--- src/sv/oal_pkg.sv ---
package oal_pkg;

  localparam int ADDR_MAX_W = 8;

  typedef enum logic [1:0] {
    FUNC_APPEND,
    FUNC_INSERT,
    FUNC_DELETE,
    FUNC_SEARCH
  } func_t;

  typedef enum logic [1:0] {
    ST_OK,
    ST_FULL,
    ST_BADPOS,
    ST_NOTFOUND
  } status_t;

  typedef enum logic [2:0] {
    S_IDLE,
    S_SHIFT_UP,
    S_SHIFT_DOWN,
    S_SEARCH,
    S_DONE
  } state_t;

  typedef struct packed {
    logic [31:0] key;
    logic [63:0] payload;
  } entry_t;

  typedef struct packed {
    logic                  rd_en;
    logic [ADDR_MAX_W-1:0] rd_addr;
    logic                  wr_en;
    logic [ADDR_MAX_W-1:0] wr_addr;
  } mem_req_t;

  typedef struct packed {
    status_t     status;
    logic [2:0]  found_position;
    logic [31:0] found_key;
    logic [63:0] found_payload;
    logic [3:0]  entries_in_use;
  } result_t;

endpackage

--- src/sv/ordered_array_list.sv ---
// Ordered list of up to LIST_DEPTH entries, each a 32-bit key and a 64-bit payload, kept in
// one single-port-read, single-port-write memory with a registered read. One item is
// handled at a time and yields one result item. Append and every refused operation go straight
// to a finished result; insert and delete move each shifted entry with one memory read and
// one write; search walks the memory one entry per cycle until the first match or the end of
// the list.
// A finished result sits in an output register, so the next item can be taken while it waits.
module ordered_array_list #(
  parameter int LIST_DEPTH = 8
) (
  input  logic         clk,
  input  logic         rst,
  input  logic         s_tvalid,
  output logic         s_tready,
  // func[1:0], position[4:2], entry_key[36:5], entry_payload[100:37]
  input  logic [103:0] s_tdata,
  output logic         m_tvalid,
  input  logic         m_tready,
  // status[1:0], found_position[4:2], found_key[36:5], found_payload[100:37],
  // entries_in_use[104:101]
  output logic [111:0] m_tdata
);

  localparam int AW = (LIST_DEPTH > 1) ? $clog2(LIST_DEPTH) : 1;

  oal_pkg::entry_t   in_entry;
  oal_pkg::mem_req_t mem_req;
  oal_pkg::entry_t   mem_wdata;
  oal_pkg::entry_t   mem_rdata;
  logic              res_valid;
  logic              res_ready;
  oal_pkg::result_t  res;
  oal_pkg::result_t  out_res;

  assign in_entry.key     = s_tdata[36:5];
  assign in_entry.payload = s_tdata[100:37];

  oal_mem #(
    .DEPTH (LIST_DEPTH),
    .AW    (AW)
  ) u_mem (
    .clk     (clk),
    .req     (mem_req),
    .wr_data (mem_wdata),
    .rd_data (mem_rdata)
  );

  oal_seq #(
    .LIST_DEPTH (LIST_DEPTH),
    .AW         (AW)
  ) u_seq (
    .clk         (clk),
    .rst         (rst),
    .in_valid    (s_tvalid),
    .in_ready    (s_tready),
    .in_func     (oal_pkg::func_t'(s_tdata[1:0])),
    .in_position (s_tdata[4:2]),
    .in_entry    (in_entry),
    .mem_req     (mem_req),
    .mem_wdata   (mem_wdata),
    .mem_rdata   (mem_rdata),
    .res_valid   (res_valid),
    .res_ready   (res_ready),
    .res         (res)
  );

  assign res_ready = !m_tvalid || m_tready;

  always_ff @(posedge clk) begin
    if (rst) begin
      m_tvalid <= 1'b0;
    end else if (res_ready) begin
      m_tvalid <= res_valid;
    end
  end

  always_ff @(posedge clk) begin
    if (res_ready && res_valid) begin
      out_res <= res;
    end
  end

  assign m_tdata = {7'b0, out_res.entries_in_use, out_res.found_payload, out_res.found_key,
                    out_res.found_position, out_res.status};

endmodule

--- src/sv/oal_mem.sv ---
module oal_mem #(
  parameter int DEPTH = 8,
  parameter int AW    = 3
) (
  input  logic              clk,
  input  oal_pkg::mem_req_t req,
  input  oal_pkg::entry_t   wr_data,
  output oal_pkg::entry_t   rd_data
);

  oal_pkg::entry_t mem [DEPTH];

  always_ff @(posedge clk) begin
    if (req.wr_en) begin
      mem[req.wr_addr[AW-1:0]] <= wr_data;
    end
  end

  always_ff @(posedge clk) begin
    if (req.rd_en) begin
      rd_data <= mem[req.rd_addr[AW-1:0]];
    end
  end

endmodule

--- src/sv/oal_seq.sv ---
module oal_seq #(
  parameter int LIST_DEPTH = 8,
  parameter int AW         = 3
) (
  input  logic              clk,
  input  logic              rst,
  input  logic              in_valid,
  output logic              in_ready,
  input  oal_pkg::func_t    in_func,
  input  logic [2:0]        in_position,
  input  oal_pkg::entry_t   in_entry,
  output oal_pkg::mem_req_t mem_req,
  output oal_pkg::entry_t   mem_wdata,
  input  oal_pkg::entry_t   mem_rdata,
  output logic              res_valid,
  input  logic              res_ready,
  output oal_pkg::result_t  res
);

  localparam int CW   = $clog2(LIST_DEPTH + 1);
  localparam int CMPW = (CW > 3) ? CW + 1 : 4;
  localparam int MAW  = oal_pkg::ADDR_MAX_W;

  oal_pkg::state_t  state;
  oal_pkg::state_t  state_next;
  logic [CW-1:0]    count;
  logic [CW-1:0]    idx;
  logic             pend;
  logic [AW-1:0]    pend_addr;
  logic [2:0]       op_pos;
  oal_pkg::entry_t  op_entry;
  oal_pkg::status_t res_status;
  logic [2:0]       res_fpos;
  logic [31:0]      res_fkey;
  logic [63:0]      res_fpay;

  logic [CMPW-1:0] count_w;
  logic [CMPW-1:0] idx_w;
  logic [CMPW-1:0] in_pos_w;
  logic [CMPW-1:0] op_pos_w;
  logic            full;
  logic            insert_ok;
  logic            delete_ok;
  logic            hit;

  assign count_w   = CMPW'(count);
  assign idx_w     = CMPW'(idx);
  assign in_pos_w  = CMPW'(in_position);
  assign op_pos_w  = CMPW'(op_pos);
  assign full      = (count == CW'(LIST_DEPTH));
  assign insert_ok = !full && (in_pos_w <= count_w);
  assign delete_ok = (count != '0) && (in_pos_w < count_w);
  assign hit       = (mem_rdata.key == op_entry.key);

  always_comb begin
    state_next = state;
    unique case (state)
      oal_pkg::S_IDLE: begin
        if (in_valid) begin
          unique case (in_func)
            oal_pkg::FUNC_APPEND: state_next = oal_pkg::S_DONE;
            oal_pkg::FUNC_INSERT:
              state_next = insert_ok ? oal_pkg::S_SHIFT_UP : oal_pkg::S_DONE;
            oal_pkg::FUNC_DELETE:
              state_next = delete_ok ? oal_pkg::S_SHIFT_DOWN : oal_pkg::S_DONE;
            oal_pkg::FUNC_SEARCH: state_next = oal_pkg::S_SEARCH;
          endcase
        end
      end
      oal_pkg::S_SHIFT_UP: begin
        if (!pend && idx_w == op_pos_w) begin
          state_next = oal_pkg::S_DONE;
        end
      end
      oal_pkg::S_SHIFT_DOWN: begin
        if (!pend && idx_w + CMPW'(1) >= count_w) begin
          state_next = oal_pkg::S_DONE;
        end
      end
      oal_pkg::S_SEARCH: begin
        priority if (pend && hit) begin
          state_next = oal_pkg::S_DONE;
        end else if (!pend && idx_w >= count_w) begin
          state_next = oal_pkg::S_DONE;
        end else begin
          state_next = oal_pkg::S_SEARCH;
        end
      end
      oal_pkg::S_DONE: begin
        if (res_ready) begin
          state_next = oal_pkg::S_IDLE;
        end
      end
      default: state_next = oal_pkg::S_IDLE;
    endcase
  end

  always_comb begin
    mem_req   = '0;
    mem_wdata = mem_rdata;
    in_ready  = (state == oal_pkg::S_IDLE);
    res_valid = (state == oal_pkg::S_DONE);
    unique case (state)
      oal_pkg::S_IDLE: begin
        if (in_valid && in_func == oal_pkg::FUNC_APPEND && !full) begin
          mem_req.wr_en   = 1'b1;
          mem_req.wr_addr = MAW'(count);
          mem_wdata       = in_entry;
        end
      end
      oal_pkg::S_SHIFT_UP: begin
        if (idx_w > op_pos_w) begin
          mem_req.rd_en   = 1'b1;
          mem_req.rd_addr = MAW'(idx_w - CMPW'(1));
        end
        priority if (pend) begin
          mem_req.wr_en   = 1'b1;
          mem_req.wr_addr = MAW'(pend_addr);
        end else if (idx_w == op_pos_w) begin
          mem_req.wr_en   = 1'b1;
          mem_req.wr_addr = MAW'(op_pos);
          mem_wdata       = op_entry;
        end else begin
        end
      end
      oal_pkg::S_SHIFT_DOWN: begin
        if (idx_w + CMPW'(1) < count_w) begin
          mem_req.rd_en   = 1'b1;
          mem_req.rd_addr = MAW'(idx_w + CMPW'(1));
        end
        if (pend) begin
          mem_req.wr_en   = 1'b1;
          mem_req.wr_addr = MAW'(pend_addr);
        end
      end
      oal_pkg::S_SEARCH: begin
        if (idx_w < count_w) begin
          mem_req.rd_en   = 1'b1;
          mem_req.rd_addr = MAW'(idx);
        end
      end
      default: begin
      end
    endcase
  end

  always_ff @(posedge clk) begin
    if (rst) begin
      state <= oal_pkg::S_IDLE;
    end else begin
      state <= state_next;
    end
  end

  always_ff @(posedge clk) begin
    if (rst) begin
      count <= '0;
      pend  <= 1'b0;
    end else begin
      unique case (state)
        oal_pkg::S_IDLE: begin
          pend <= 1'b0;
          if (in_valid) begin
            op_pos   <= in_position;
            op_entry <= in_entry;
            res_fpos <= '0;
            res_fkey <= '0;
            res_fpay <= '0;
            unique case (in_func)
              oal_pkg::FUNC_APPEND: begin
                if (full) begin
                  res_status <= oal_pkg::ST_FULL;
                end else begin
                  res_status <= oal_pkg::ST_OK;
                  count      <= count + CW'(1);
                end
              end
              oal_pkg::FUNC_INSERT: begin
                idx <= count;
                priority if (full) begin
                  res_status <= oal_pkg::ST_FULL;
                end else if (!insert_ok) begin
                  res_status <= oal_pkg::ST_BADPOS;
                end else begin
                  res_status <= oal_pkg::ST_OK;
                end
              end
              oal_pkg::FUNC_DELETE: begin
                idx        <= CW'(in_pos_w);
                res_status <= delete_ok ? oal_pkg::ST_OK : oal_pkg::ST_BADPOS;
              end
              oal_pkg::FUNC_SEARCH: begin
                idx        <= '0;
                res_status <= oal_pkg::ST_NOTFOUND;
              end
            endcase
          end
        end
        oal_pkg::S_SHIFT_UP: begin
          if (idx_w > op_pos_w) begin
            pend      <= 1'b1;
            pend_addr <= AW'(idx);
            idx       <= CW'(idx_w - CMPW'(1));
          end else begin
            pend <= 1'b0;
          end
          if (!pend && idx_w == op_pos_w) begin
            count <= count + CW'(1);
          end
        end
        oal_pkg::S_SHIFT_DOWN: begin
          if (idx_w + CMPW'(1) < count_w) begin
            pend      <= 1'b1;
            pend_addr <= AW'(idx);
            idx       <= CW'(idx_w + CMPW'(1));
          end else begin
            pend <= 1'b0;
          end
          if (!pend && idx_w + CMPW'(1) >= count_w) begin
            count <= count - CW'(1);
          end
        end
        oal_pkg::S_SEARCH: begin
          if (idx_w < count_w) begin
            pend      <= 1'b1;
            pend_addr <= AW'(idx);
            idx       <= CW'(idx_w + CMPW'(1));
          end else begin
            pend <= 1'b0;
          end
          if (pend && hit) begin
            res_status <= oal_pkg::ST_OK;
            res_fpos   <= 3'(pend_addr);
            res_fkey   <= mem_rdata.key;
            res_fpay   <= mem_rdata.payload;
          end
        end
        default: begin
        end
      endcase
    end
  end

  assign res.status         = res_status;
  assign res.found_position = res_fpos;
  assign res.found_key      = res_fkey;
  assign res.found_payload  = res_fpay;
  assign res.entries_in_use = 4'(count);

  assert property (@(posedge clk) disable iff (rst) count_w <= CMPW'(LIST_DEPTH))
    else $error("entry count exceeds the list depth");

  assert property (@(posedge clk) disable iff (rst)
    (mem_req.rd_en && mem_req.wr_en) |-> (mem_req.rd_addr != mem_req.wr_addr))
    else $error("read and write hit the same entry in one cycle");

  assert property (@(posedge clk) disable iff (rst)
    (in_valid && in_ready) |=> (state != oal_pkg::S_IDLE))
    else $error("accepted item did not start an operation");

  assert property (@(posedge clk) disable iff (rst)
    (state != oal_pkg::S_DONE && state != oal_pkg::S_IDLE) |-> !in_ready)
    else $error("input taken while an operation is in progress");

endmodule
--- config.mk ---
export PLATFORM = sky130hd
export DESIGN_NAME = ordered_array_list
export DESIGN_NICKNAME = d
export VERILOG_FILES = /design/src/sv/oal_pkg.sv /design/src/sv/ordered_array_list.sv /design/src/sv/oal_mem.sv /design/src/sv/oal_seq.sv
export SDC_FILE = /design/constraint.sdc
export NUM_CORES = 1
export LEC_CHECK = 0
export BUFFER_PORTS_ARGS = -buffer_cell sky130_fd_sc_hd__buf_2
export CORE_MARGIN = 4
export CORE_UTILIZATION = 40
export DETAILED_ROUTE_END_ITERATION = 10
export GPL_ROUTABILITY_DRIVEN = 0
export SYNTH_ARGS = -nofsm -noshare
export SYNTH_HDL_FRONTEND = slang
export SYNTH_SLANG_ARGS = --single-unit
--- constraint.sdc ---
create_clock -name clk -period 38.1 [get_ports clk]
set_clock_uncertainty 0.15 [all_clocks]
set_input_delay 3.81 -clock clk [delete_from_list [all_inputs] [get_ports clk]]
set_output_delay 3.81 -clock clk [all_outputs]
set_load 0.05 [all_outputs]
After elaboration in Yosys (flattened, before gate mapping)
Memory sizes are Yosys's and may differ from the RTL's. A register that Yosys moved wholly into a read port is not among the register bits.
Index checks and enable logic that the tools add are counted.
{"block": "op_classes", "multipliers": 0, "bitwise": 1, "div": 0, "addsub": 6, "n_reduce_logical": 26, "n_shift": 0, "mux": 62, "magnitude_cmp": 7, "eq_ne": 21}
{"cell": "$mux 96", "count": 3}
{"cell": "$pmux 96 s2", "count": 1}
{"cell": "$mux 64", "count": 2}
{"cell": "$pmux 64 s2", "count": 1}
{"cell": "$mux 32", "count": 2}
{"cell": "$pmux 32 s2", "count": 1}
{"cell": "$mux 9", "count": 7}
{"cell": "$pmux 9 s3", "count": 2}
{"cell": "$mux 3", "count": 13}
{"cell": "$mux 4", "count": 9}
{"cell": "$eq 32x32->1", "count": 1}
{"cell": "$pmux 4 s3", "count": 2}
{"cell": "$ne 2x1->1 const B", "count": 8}
{"cell": "$pmux 4 s4", "count": 1}
{"cell": "$pmux 3 s5", "count": 1}
{"cell": "$pmux 3 s4", "count": 1}
{"cell": "$add 4x1->5 const B", "count": 2}
{"cell": "$mux 2", "count": 5}
{"cell": "$logic_and 1x1->1", "count": 9}
{"cell": "$pmux 3 s3", "count": 1}
{"cell": "$pmux 2 s4", "count": 1}
{"cell": "$reduce_and 4->1", "count": 2}
{"cell": "$reduce_bool 4->1", "count": 2}
{"cell": "$sub 4x1->4 const B", "count": 2}
{"cell": "other kinds (33)", "count": 44}
{"block": "totals", "ram_bits": 768, "word_cells": 142, "ff_bits": 321, "mem_count": 1, "romBits": 0, "latchBits": 0, "input_bits": 108}
{"memory": "u_mem.mem", "words": 8, "width": 96, "read_ports": 1, "rd_ports_with_merged_regs": 1, "wr": 1, "line_no": "oal_mem.sv:11", "rtl": "oal_pkg::entry_t mem [DEPTH];"}

Logic depth before layout (Yosys ltp)
{"block": "logic_depth", "depth_word": 8, "depth_mapped": 15}

Cells and area by module
From an unflattened synthesis, not the netlist that was laid out.
{"block": "unflattened", "hier_cells": 2242, "area_unflattened_um2": 45432.3}
{"mod": "oal_mem", "area_per_inst_um2": 31766.7, "instances": 1, "seq_area_each_um2": 25944.9, "cells_each": 1219}
{"mod": "oal_seq", "area_per_inst_um2": 10401.2, "instances": 1, "seq_area_each_um2": 6376.1, "cells_each": 905}
{"mod": "ordered_array_list", "area_per_inst_um2": 3264.4, "instances": 1, "seq_area_each_um2": 3173.0, "cells_each": 118}

Worst setup path before layout
No wires, ideal clock.
{"block": "synth_timing", "kind": "input -> register", "start": "input rst", "end": "register u_seq.res_fkey[0], enable pin", "setup_ns": 1.097, "stages": 2, "required_time_ns": 36.853, "arrival_ns": 19.650, "slack_ns": 17.202, "cell_sequence": "clkbuf_1 a2111oi_0"}
{"block": "synth_via", "elab_chain_cells": 2}
{"item": "start: declaration", "line_no": "ordered_array_list.sv:12", "rtl": "input logic rst,"}
{"item": "$not 1->1 (no line)"}
{"item": "$reduce_and 4->1 (no line)"}
{"item": "end signal: assignment", "line_no": "oal_seq.sv:234", "rtl": "res_fkey <= mem_rdata.key;"}
{"item": "end: declaration", "line_no": "oal_seq.sv:34", "rtl": "logic [31:0] res_fkey;"}
No other way between the ends.
A chain may end at the register's enable or synchronous reset.

Final worst setup path
{"block": "layout_timing", "start": "input s_tdata[1]", "end": "memory u_mem.mem[3][40] (netlist name), enable pin"}
{"block": "layout_via", "elab_chain_cells": 7}
{"item": "start: declaration", "line_no": "ordered_array_list.sv:16", "rtl": "input logic [103:0] s_tdata,"}
{"item": "$logic_not 2->1 (*)", "line_no": "oal_seq.sv:105", "rtl": "if (in_valid && in_func == oal_pkg::FUNC_APPEND && !full) begin"}
{"item": "$logic_and 1x1->1 (*) (2 in a row)", "line_no": "oal_seq.sv:105"}
{"item": "$mux 9 (*)", "line_no": "oal_seq.sv:105"}
{"item": "$pmux 9 s3 (*)", "line_no": "oal_seq.sv:103", "rtl": "unique case (state)"}
{"item": "$mux 1", "line_no": "oal_mem.sv:14", "rtl": "if (req.wr_en) begin"}
{"item": "$mux 1 (not written as such)", "line_no": "oal_mem.sv:15", "rtl": "mem[req.wr_addr[AW-1:0]] <= wr_data;"}
{"item": "end: declaration", "line_no": "oal_mem.sv:11"}
Every way passes the cells marked *; elsewhere a longest branch is shown, timed or not.

==> metrics.md <==
| Metric | Value |
|---|---|
| Outcome | `finished, final reports clean` |
| Setup repair bufs after CTS | `0` |
| Fmax | `133 MHz` |
| Seq pwr share | `0.495` |
| Die Height | `347 um` |
| Gate Count Post-Synth | `2,905` |
| Comb pwr share | `0.154` |
| Launch point of the worst path | `s_tdata[1]` |
| CTS Hold Bufs | `0` |
| Fin. max-slew vios | `0` |
| Share of post-route cells with drive strength above 1 | `0.174` |
| Hold Startpoint | `u_seq.res_fpay[33]$_SDFFCE_PP0P_` |
| Max IR drop VDD | `0.0384 mV` |
| Leakage power | `18.5 nW` |
| Total track usage | `0.187` |
| Avg Cell Area, Syn | `15.8 um^2` |
| Detailed Place HPWL | `59,600 um` |
| RSZ-0062 raised after global routing | `false` |
| DRT iter0 DRCs | `3,031` |
| Slew margin rel. | `0.142` |
| CTS tree | `built` |
| Worst EP arrival | `7.65 ns` |
| Period minus WS final | `7.49 ns` |
| Starting density of the core | `0.403` |
| TritonCTS Buffers | `116` |
| Post-synth EDFFs | `1,176` |
| Clk_lat worst skew | `0.71 ns` |
| WS Path Type | `input pin to flip-flop` |
| Pwr Total | `3.23 mW` |
| Die width | `347 um` |
| Routed WL | `116,000 um` |
| Distinct cells, synth | `58` |
| Pint | `2.35 mW` |
| Worst Hold Slack | `0.254 ns` |
| Port-buffer cells | `211` |
| Net count, final | `3,196` |
| Net Switching | `0.874 mW` |
| Vias/cell | `5.67` |
| Worst Tran Pin Value | `1.27 ns` |
| Hold Violations, Final | `0` |
| CTS Buffer Depth | `3` |
| Sw Share | `0.271` |
| Drt first pass iters | `6` |
| TNS Setup | `0 ns` |
| H-tree depth | `3` |
| Number of routed nets with antenna violations | `0` |
| Post-DR wirelength/cell | `24.8 um` |
| Worst Setup End Kind | `flip-flop` |
| P&R area growth vs syn | `13.6%` |
| MaxCap Viol Count | `0` |
| Synth area leader | `edfxtp_1` |
| Vias | `26,558` |
| Vias in the first global route | `26,146` |
| First-pass GRT wire length | `172,000 um` |
| Crit-path max FO | `43` |
| Primary FF master, synth | `edfxtp_1` |
| Top-Level Pins | `222` |
| Ys Warns | `0` |
| Fillers | `9,874` |
| Post-synthesis sequential area ratio | `0.771` |
| Root buf cell | `clkbuf_16` |
| DIE AREA | `121,000 um^2` |
| Clock transition at path regs | `0.06 ns` |
| Initial antenna violation count | `22` |
| #FFs+latches synth | `1,185` |
| Clock power share | `0.351` |
| Synth area leaders | `edfxtp_1 (77%), a21oi_1 (4.3%), a221oi_2 (3.1%), nand3_1 (2.1%), a222oi_1 (2.1%)` |
| Post-CTS Resized | `0` |
| Endpoints failing setup | `0` |
| Largest net degree at the start of global routing | `160` |
| Power Density | `61.7 nW/um^2` |
| Top-area cell type share of the netlist area | `0.767` |
| Syn Std Cell Area | `46,000 um^2` |
| Startpoint types | `input pin` |
| Fin crit share | `0.197` |
| # clock sinks | `1,185` |
| DR DRC count | `0` |
| Worst hold path class | `flip-flop to flip-flop` |
| Data required time at the worst endpoint | `38.26 ns` |
| Placeable Area | `114,000 um^2` |
| Share of flip-flops with an asynchronous set or reset | `0` |
| # rows | `124` |
| Grt total ovfl | `0` |
| Worst R2R Start | `u_seq.idx[0]$_DFFE_PP_` |
## synthesized netlist by cell type, types with 8 or more instances
master,n
nand2_1,210
ha_1,18
a22o_1,96
a222oi_1,97
buf_2,53
dfxtp_1,9
a21oi_1,396
o21ai_0,15
xnor2_1,33
edfxtp_1,1176
buf_1,9
and3_1,100
nand3_1,197
clkbuf_1,130
nor2_1,31
buf_6,8
nor3_1,14
inv_1,115
a221oi_2,94
buf_4,15
nand4_1,9
## final cells by class
cell class | instances | area (um^2) | share of cell area
Multi-Input combinational cell | 1394 | 9290 | 0.178
Clock buffer | 136 | 3020 | 0.0577
Inverter | 116 | 437 | 0.00835
Timing Repair Buffer | 256 | 1430 | 0.0274
Sequential cell | 1185 | 35500 | 0.678
Antenna cell | 11 | 27.5 | 0.000526
Clock inverter | 78 | 727 | 0.0139
Tap cell | 1512 | 1890 | 0.0362
## sequential cells by signal, summed over array words and instances (netlist names)
| register | cells |
|---|---|
| u_mem.mem | 768 |
| m_tdata | 105 |
| u_mem.rd_data | 96 |
| u_seq.op_entry | 96 |
| u_seq.res_fpay | 64 |
| u_seq.res_fkey | 32 |
| u_seq.count | 4 |
| u_seq.idx | 4 |
| u_seq.op_pos | 3 |
| u_seq.pend_addr | 3 |
| u_seq.res_fpos | 3 |
| u_seq.state | 3 |
| u_seq.res_status | 2 |
| m_tvalid | 1 |
| u_seq.pend | 1 |
## power groups by stage
| stage | logic [mW] | clock network [mW] | registers (mW) |
|---|---|---|---|
| 6_report | 0.498 | 1.13 | 1.60 |
| 4_1_cts | 0.503 | 1.16 | 1.60 |
| 5_1_grt | 0.544 | 1.21 | 1.60 |
| 3_5_place_dp | 0.502 | 0 | 1.62 |
| 2_1_floorplan | 0.306 | 0 | 1.69 |
| 3_3_place_gp | 0.495 | 0 | 1.62 |
## logic make-up after synthesis
group,after synthesis,share of synthesized area
DFF,1185,0.771
AOI/OAI and AO/OA,730,0.121
and+or+nand+nor,592,0.0626
buffers and inverters,332,0.0313
xor gates and xnor gates,40,0.00761
adders and majority gates,19,0.00533
muxes,6,0.00133
other,1,0.0000815
## layout by cell type (no fill, tap or decap), types with 5 or more instances in the layout
cell type   netlist  final
a31oi_1           5      5
conb_1            1      7
buf_4            15     42
and3_1          100    100
clkbuf_16         0    118
buf_2            53    211
xor2_1            7      7
nand2b_1          7      5
nor3_1           14      9
edfxtp_1       1176   1176
nor2_4            0      5
a22o_1           96     96
clkinvlp_4        0      7
a221oi_2         94     94
diode_2           0     11
nand3_1         197    196
ha_1             18     18
a21oi_1         396    396
inv_6             0      6
dfxtp_1           9      8
xnor2_1          33     33
clkbuf_1        130     18
o21ai_0          15     15
nand4_1           9      9
a222oi_1         97     97
inv_1           115    115
bufinv_16         0     12
clkinv_2          1     25
nand2_1         210    209
mux2i_1           5      5
clkinv_1          0     24
nor2_1           31     26
nor3_2            0      5
## critical path: stages
cell and delay [ns]:
buf_2 0.17, nor2_1 0.16, nand3_1 0.15, nor2_4 0.64, nand2_1 0.15, nand2_1 0.18
nand2_1 0.17, nor2_4 0.62, buf_4 0.76, buf_4 0.78
## path summary, 6_finish.rpt
kind                                                     to  slack (ns)  cells past startpoint
worst max-delay path             u_mem.mem[3][40]$_DFFE_PP_       30.61                     10
worst min-delay path                  m_tdata[70]$_DFFE_PP_        0.25                      0
worst max register to register  u_mem.rd_data[19]$_DFFE_PP_       32.45                     13
worst min register to register        m_tdata[70]$_DFFE_PP_        0.25                      0
## routing by layer
layer	up-vias	global-route usage	wire, um
met4	12	0.0610	3210
met5	-	0	88
met1	13551	0.263	49500
met3	183	0.0383	9520
li1	11785	-	-
met2	1027	0.293	54100
## stage by stage
stage	util	cells	instance area, um^2	worst slack, ns
6_report	0.458	4688	52300	30.61
5_1_grt	0.457	4679	52300	30.44
2_1_floorplan	-	2911	46100	17.20
3_5_place_dp	0.425	4463	48500	29.95
4_1_cts	0.457	4677	52300	30.66
3_3_place_gp	0.425	4463	48500	29.98
No activity file was read; power rests on OpenSTA's default activity.
